## src/mgr_ram.sv

```systemverilog
// ----------------------------------------------------------------------------
// mgr_ram
// Generic RAM: one write port, one read port with registered read data.
// ----------------------------------------------------------------------------
`timescale 1ns / 1ps

module mgr_ram #(
  parameter int Width = 8,
  parameter int Depth = 16,
  localparam int Aw = (Depth > 1) ? $clog2(Depth) : 1
) (
  input  logic             clk_i,
  input  logic             we_i,
  input  logic [Aw-1:0]    waddr_i,
  input  logic [Width-1:0] wdata_i,
  input  logic             re_i,
  input  logic [Aw-1:0]    raddr_i,
  output logic [Width-1:0] rdata_o
);

  logic [Width-1:0] mem_q [Depth];

  always_ff @(posedge clk_i) begin
    if (we_i) begin
      mem_q[waddr_i] <= wdata_i;
    end
    if (re_i) begin
      rdata_o <= mem_q[raddr_i];
    end
  end

endmodule

```

## config.mk

```make
export PLATFORM = sky130hd
export DESIGN_NAME = mgr_ram
export DESIGN_NICKNAME = d
export VERILOG_FILES = /design/src/mgr_ram.sv
export SDC_FILE = /design/constraint.sdc
export NUM_CORES = 1
export LEC_CHECK = 0
export BUFFER_PORTS_ARGS = -buffer_cell sky130_fd_sc_hd__buf_4
export CELL_PAD_IN_SITES_DETAIL_PLACEMENT = 0
export CELL_PAD_IN_SITES_GLOBAL_PLACEMENT = 1
export CORE_MARGIN = 1.5
export CORE_UTILIZATION = 48
export DETAILED_ROUTE_END_ITERATION = 10
export PLACE_DENSITY_LB_ADDON = 0.1
export SETUP_SLACK_MARGIN = 0.1
export SLEW_MARGIN = 20
export SYNTH_ARGS = -nofsm -noshare
export SYNTH_HDL_FRONTEND = slang
export SYNTH_SLANG_ARGS = --single-unit
```

## constraint.sdc

```tcl
create_clock -name clk_i -period 1.8 [get_ports clk_i]
set_clock_uncertainty 0.15 [all_clocks]
set_input_delay 0.18 -clock clk_i [delete_from_list [all_inputs] [get_ports clk_i]]
set_output_delay 0.18 -clock clk_i [all_outputs]
set_load 0.03 [all_outputs]
```

==> metrics <==
status completed; met3 Use GR 4.78%; vias in the first global route 2,603; Leak 2.22 nW; final setup vio count 0; Avg WL per Cell 21.9 um; Comb pwr share 5.5%; sw power 1.52 mW; M1 GR Usage 26.7%; syn nets 248; clock-pin slew on the worst setup and hold paths 60 ps; register area 4080 um^2; Rows 37; Worst Hold Slack 47.3 ps; Synth warnings 0; diodes inserted 0; Multi-input gate area 1070 um^2; Avg Inst Size Synth 22.8 um^2; final std cell area, no fill 6480 um^2; Die Span Y 107 um; CTS root buf clkbuf_8; I/O Buffers 26; M2 GR Usage 29.9%; Fin. Hold Viols 0; Setup TNS Final 0 ps; Seq pwr share 47.6%; distinct cell type count after synthesis 18; clk_lat worst skew 510 ps; Routed Antenna Nets 0; Max-Cap Viols 0; Post-Syn Area 5230 um^2; PwrDens 1160 nW/um^2; worst-case vdd ir drop 731 uV; most common cell after layout, fill and taps aside edfxtp_1; Slew Limit Fails 0; register area share after synthesis 78.1%; initial antenna violation count 0; GR peak layer met2; detailed-route DRC error count 0; CP Launch Type flop; DR vias/cell 5.48; overall power 7.53 mW; first-pass GRT wire length 15,000 um; Mapped Cells 229; starting density of the core 50.0%; filler cell count 758; GPL Wtd Cong 0.687; Post-CTS Setup Inserts 0; via count 2,461; Required @ worst endpoint 1900 ps; DRT Pass-1 Iters 4; CTS sink count 136; critical path class flop to flop; fmax 0.607 GHz; layout cells sized above 1 33.9%; CTS Buf Count 17; Clk pwr share 46.9%; Net Sw Frac 20.2%; Die Wd 107 um; Crit. End Element flop; H-Tree Depth 4; post-layout min period 1650 ps; core outline area 10,500 um^2; most frequent cells in the layout edfxtp_1, buf_4, mux4_2; Pint 6.01 mW; IO Count 27; DP Wirelength 6460 um; Worst-Margin Slew 393 ps; die area 11,500 um^2; RSZ-0062 raised after global routing no; RR Startpoint mem_q[0][3]$_DFFE_PP_; relative slew slack 73.8%; largest fanout on the critical path 1; DP Area 5760 um^2; total gr overflow 0; Max Buffers Root-to-Sink 2; hold wc startpoint waddr_i[0]; start point of the critical path mem_q[0][3]$_DFFE_PP_; largest net degree at the start of global routing 19; flops & latches, synth 136; Layout area overhead 23.9%; number of nets in the layout 319; final WL 9850 um; Worst Path Arrival 1750 ps; Tcrit/Tclk final 91.5%; CTS tree built; Total GRT Usage 19.2%; Starting DRT DRC Count 129; hold crit path type primary input to flop
[registers in the layout (all words and copies together) (netlist names)]
name,flops
mem_q,128
rdata_o,8
[Yosys cell counts]
cell type | number | area (um^2)
edfxtp_1 | 136 | 4080
mux4_2 | 18 | 405
a22oi_1 | 16 | 120
mux4_1 | 14 | 368
nor2_1 | 13 | 48.8
nand2_1 | 9 | 33.8
nor3_1 | 4 | 20.0
buf_2 | 3 | 15.0
buf_6 | 3 | 33.8
clkdlybuf4s25_2 | 3 | 30.0
nand2b_1 | 2 | 12.5
nand3b_1 | 2 | 15.0
and2_1 | 1 | 6.26
and2b_1 | 1 | 7.51
buf_4 | 1 | 7.51
nand3_1 | 1 | 5.00
nor2b_1 | 1 | 6.26
or3b_2 | 1 | 8.76
[worst paths after layout]
path                                         endpoint  slack [ps]  depth (start not counted)
worst max-delay path             rdata_o[3]$_DFFE_PP_         150                          3
worst max register to register   rdata_o[3]$_DFFE_PP_         150                          3
worst min-delay path            mem_q[0][3]$_DFFE_PP_          50                          3
worst min register to register   rdata_o[1]$_DFFE_PP_         610                          3
[power by group through the flow]
stage	sequential [mW]	combinational, mW	clock, mW
2_1_floorplan	3.68	0.180	0
3_3_place_gp	3.65	0.402	0
3_5_place_dp	3.65	0.405	0
4_1_cts	3.59	0.422	3.58
5_1_grt	3.59	0.450	3.73
6_report	3.58	0.416	3.53
[metal layers]
metal / up-vias / share of wire, %
met3: 4 / 5.3
met4: 0 / 0.72
met2: 68 / 49
li1: 1121 / -
met1: 1268 / 44
met5: - / 0
[metrics by stage]
| step | util [%] | setup WS [ps] | instances |
|---|---|---|---|
| global placement | 55.1 | -78.9 | 408 |
| finish | 61.9 | 153 | 449 |
| detailed placement | 55.1 | -82.4 | 408 |
| CTS | 61.9 | 123 | 449 |
| global route | 61.9 | 100 | 449 |
| floorplan | - | 188 | 229 |
[worst max-delay path, stage by stage (launching register included)]
cell and delay, ps:
edfxtp_1 370, mux4_1 490, a22oi_1 290, nand2_1 90
[cell type report]
class | instances | share of cell area, %
clock buffers | 17 | 6.39
multi-input cells | 83 | 16.6
clock inverters | 15 | 3.09
flip-flops and latches | 136 | 63.0
repair buffers | 62 | 8.30
well taps | 136 | 2.63
[repair_timing]
item / CTS / global route
cloned: 0 / 0
setup endpoints to repair: 1 / 1
pin swaps: 0 / 0
hold buffers: 9 / 0
resized for setup: 1 / 1
hold endpoints to repair: 136 / 0
[cell families (layout without fill, tap and decap cells)]
logic type,Yosys count,after routing,synth area share (%)
flip-flops,136,136,78.1
AND/OR/NAND/NOR,35,35,3.14
multiplexers,32,32,14.8
AO/OA/AOI/OAI,16,16,2.30
buffers and inverters,10,94,1.65
No activity file was read; power rests on OpenSTA's default activity.
