### src/mgr_pkg.sv
// ----------------------------------------------------------------------------
// mgr_pkg
// Types and constants shared by the multicast group replicator modules.
// ----------------------------------------------------------------------------
`timescale 1ns / 1ps

package mgr_pkg;

  localparam int GroupCountDef   = 16;
  localparam int MapsPerGroupDef = 8;

  localparam logic [1:0] KIND_PKT = 2'd0;
  localparam logic [1:0] KIND_GRP = 2'd1;
  localparam logic [1:0] KIND_MAP = 2'd2;

  localparam logic [1:0] ACT_FWD  = 2'd0;
  localparam logic [1:0] ACT_DROP = 2'd1;
  localparam logic [1:0] ACT_COPY = 2'd2;

  localparam logic [15:0] TYPE_VLAN = 16'h8100;
  localparam logic [15:0] TYPE_IP4  = 16'h0800;
  localparam logic [15:0] TYPE_IP6  = 16'h86DD;
  localparam logic [15:0] TCI_KEEP  = 16'hF000;
  localparam logic [15:0] ID_MASK   = 16'h0FFF;

  localparam int MODE_VALID = 0;
  localparam int MODE_SSM   = 1;
  localparam int MODE_IP6   = 2;
  localparam int MAC_MCAST  = 40;

  typedef struct packed {
    logic [1:0]  kind;
    logic [3:0]  entry_index;
    logic [2:0]  mapping_index;
    logic [15:0] port_id;
    logic [23:0] domain_id;
    logic [47:0] dst_mac;
    logic [15:0] outer_type;
    logic [15:0] inner_type;
    logic [15:0] vlan_tci;
    logic [63:0] src_ip_high;
    logic [63:0] src_ip_low;
    logic [2:0]  flags;
  } in_item_t;

  typedef struct packed {
    logic [1:0]  action;
    logic [15:0] egress_port;
    logic [15:0] out_tci;
    logic        group_hit;
    logic [3:0]  hit_index;
    logic        last;
  } out_item_t;

  typedef struct packed {
    logic [2:0]  mode;
    logic [23:0] domain;
    logic [47:0] mac;
    logic [63:0] src_high;
    logic [63:0] src_low;
  } grp_entry_t;

  typedef struct packed {
    logic [15:0] port;
    logic [11:0] domain;
  } map_entry_t;

  typedef struct packed {
    logic        v4;
    logic        v6;
    logic [23:0] domain;
    logic [47:0] mac;
    logic [63:0] src_high;
    logic [63:0] src_low;
  } pkt_key_t;

endpackage

### src/mgr_match.sv
// ----------------------------------------------------------------------------
// mgr_match
// Compare unit: checks one group entry against the packet lookup key.
// ----------------------------------------------------------------------------
`timescale 1ns / 1ps

module mgr_match
  import mgr_pkg::*;
(
  input  pkt_key_t   key_i,
  input  grp_entry_t ent_i,
  output logic       hit_o
);

  logic base_ok;
  logic src_ok;

  always_comb begin
    base_ok = ent_i.mode[MODE_VALID] && (ent_i.domain == key_i.domain) &&
              (ent_i.mac == key_i.mac);
    src_ok  = 1'b1;
    if (ent_i.mode[MODE_SSM]) begin
      if (key_i.v4) begin
        src_ok = !ent_i.mode[MODE_IP6] && (ent_i.src_low[31:0] == key_i.src_low[31:0]);
      end else begin
        src_ok = ent_i.mode[MODE_IP6] && (ent_i.src_high == key_i.src_high) &&
                 (ent_i.src_low == key_i.src_low);
      end
    end
    hit_o = base_ok && src_ok;
  end

endmodule

### config.mk
export PLATFORM = sky130hd
export DESIGN_NAME = mgr_match
export DESIGN_NICKNAME = d
export VERILOG_FILES = /design/src/mgr_pkg.sv /design/src/mgr_match.sv
export SDC_FILE = /design/constraint.sdc
export NUM_CORES = 1
export LEC_CHECK = 0
export BUFFER_PORTS_ARGS = -buffer_cell sky130_fd_sc_hd__buf_2
export CORE_AREA = 8 8 150 152
export DETAILED_ROUTE_END_ITERATION = 12
export DIE_AREA = 0 0 158 160
export SLEW_MARGIN = 25
export SYNTH_ARGS = -nofsm -noshare
export SYNTH_HDL_FRONTEND = slang
export SYNTH_SLANG_ARGS = --single-unit
### constraint.sdc
create_clock -name vclk -period 2.35
set_clock_uncertainty 0.05 [all_clocks]
set_input_delay 0.1175 -clock vclk [all_inputs]
set_output_delay 0.1175 -clock vclk [all_outputs]
set_load 0.1 [all_outputs]
==> flow_metrics.py <==
metrics = {
    "finish": {
        "drive_gt1_share_pct": 58.98,
        "fin_util_pct": 24.47,
        "nFillCells": 2249,
        "nFlopsAndLatches": 0,
        "num-clock-buffers": 0,
        "layout_commonest_cell": "buf_2",
        "seqCellArea_um2": 0,
        "final_cell_mix": "404 x buf_2, 136 x xnor2_1, 36 x nand4_1",
        "syn_to_final_growth_pct": 107.6,
        "fin_nets": 1136,
        "diodes": 0,
    },
    "run": {
        "cap_violations": 0,
    },
    "sta": {
        "worst_slack_ns": -0.05495,
        "clock.fmax_ghz": 0.4158,
        "worstMarginPinSlew_ns": 0.4001,
        "finalSetupViolations": 1,
        "final.min_clock_period_ns": 2.405,
        "slew_viol_final": 0,
        "rsz0062_at_grt": "yes",
        "hold_ws_ns": 0.5400,
        "finalCritPeriodShare_pct": 102.3,
        "fin_tns_setup_ns": -0.05495,
        "hold_violations": 0,
        "relSlewSlack_pct": 73.30,
    },
    "floorplanning": {
        "initial_utilization_pct": 11.79,
        "io_pins": 406,
        "rows": 52,
        "die_y_um": 160,
        "core_area_mm2": 0.02004,
        "die_width_um": 158,
        "die_area_mm2": 0.02528,
    },
    "synthesis": {
        "synthAdderAreaFrac_pct": 0,
        "synth_compound_area_share_pct": 10.38,
        "synth_xor_area_share_pct": 62.66,
        "ys_seq_area_share_pct": 0,
        "netlist.area_leader.share_pct": 50.42,
        "yosys.area_share.simple_pct": 22.09,
        "synthesis.area_mm2": 0.002362,
        "syn_nets": 714,
        "synth_area_leader_cell": "xnor2_1",
        "synth_area_per_cell_um2": 7.645,
        "syn_inst": 309,
        "synthTopCellsByArea": "xnor2_1 50%, xor2_1 12%, nand4_1 9.5%, nor4_1 4.5%, inv_1 3.8%",
        "ys_types": 34,
        "yosysWarnings": 0,
        "synth.area.mux_share_pct": 0,
        "synth_top_family_by_area": "XOR/XNOR gates",
    },
    "power_and_ir_drop": {
        "total_leakage_power_nw": 2.380,
        "p_per_area_mw_per_mm2": 160.9,
        "peakVddDrop_uv": 65.08,
    },
    "global_routing": {
        "grt_pass1_vias": 4242,
        "grt_max_degree": 3,
        "antenna_found_initial": 0,
        "grt_use_total_pct": 10.88,
        "grt_pass1_wl_mm": 21.69,
        "grt.overflow.total": 0,
    },
    "setup_path": {
        "required_ns": 2.18,
        "setup.worst_path.end_class": "output pin",
        "arrival_ns": 2.24,
        "start_kind": "primary input",
        "crit_type": "in2out",
        "critPathMaxFanout": 2,
    },
    "placement": {
        "gp_congestion": 0.8174,
        "numPortBuffers": 405,
        "place_ws_ns": -0.2685,
        "dp_hpwl_mm": 14.95,
    },
    "run_status": {
        "violations": "setup timing",
        "status": "finished, violations left",
    },
    "detailed_routing": {
        "detail_route.wl_per_cell_um": 15.56,
        "drt-pass1-iter-count": 4,
        "num_vias": 3803,
        "drt-initial-drc-count": 160,
        "drc": 0,
        "ant_nets": 0,
        "totalWireLength_mm": 15.54,
        "avgViaCountPerCell": 3.807,
    },
    "hold_path": {
        "hold_path_class": "in2out",
    },
    "clock_network": {
        "cts_setup_buffers": 0,
        "cts_hold_buf": 0,
    },
}
==> kinds of logic after synthesis <==
logic type | after synthesis
xor+xnor | 169
compound gates | 31
buf+inv | 27
simple gates | 82
==> stage by stage <==
step / std cells / total power (W) / cell area (µm²)
after floorplan: 309 / 0.0003193 / 2375
after global placement: 999 / 0.0007779 / 4867
after detailed placement: 999 / 0.0007889 / 4867
after CTS: 999 / 0.0007946 / 4883
after global routing: 999 / 0.0008629 / 4903
final: 999 / 0.0007889 / 4903
==> critical path, cell delays in order <==
cell and delay, ns:
buf_2 0.10, nor2b_1 0.12, a2111o_1 0.42, nor4_4 0.27, nand4_1 0.21, nor4_2 0.23
o21ai_2 0.15, a2111oi_4 0.38, buf_12 0.22
==> metal layers <==
metal | vias to the layer above | GRT usage [%] | part of all wire (%)
li1 | 1930 | - | -
met2 | 244 | 22.59 | 54
met1 | 1625 | 10.46 | 33
met3 | 4 | 3.239 | 13
met4 | 0 | 0.7719 | 0.44
met5 | - | 0 | 0
==> cells in the mapped netlist (all sizes together) <==
master,instances
a22oi,2
o2bb2ai,1
clkinv,2
o21ai,2
a211oi,1
nand2,5
a221oi,2
o221ai,1
inv,24
nor2,3
a2111oi,1
xor2,33
o22ai,10
bufinv,1
nand2b,1
nor4b,1
nand3,2
or4,1
nor3,1
nor4,18
a2111o,4
or2b,2
a221o,1
a22o,1
nand4,36
and2b,2
nor2b,10
o2111ai,3
xnor2,136
a21oi,2
==> path summary, 6_finish.rpt <==
kind,from,to,slack (ns),cells past startpoint
hold / removal,ent_i[201],hit_o,0.54,3
setup / recovery,key_i[32],hit_o,-0.05,9
==> report_power, final <==
part	total (W)	switching [W]	internal (W)
logic	0.000789	0.000314	0.000475
clock network	0	0	0
registers	0	0	0
total	0.000789	0.000314	0.000475
==> layout make-up <==
class	instances	area, µm²	share of cell area [%]
Inverter	27	115.1	2.348
Multi-Input combinational cell	282	2296	46.82
Tap cell	270	337.8	6.890
Timing Repair Buffer	420	2155	43.94
==> timing repair <==
action / 4_1_cts / 5_1_grt
pin swaps: 2 / 0
endpoints found under the setup margin: 1 / 1
resized for setup: 3 / 3
Power figures use the tool's default switching activity.
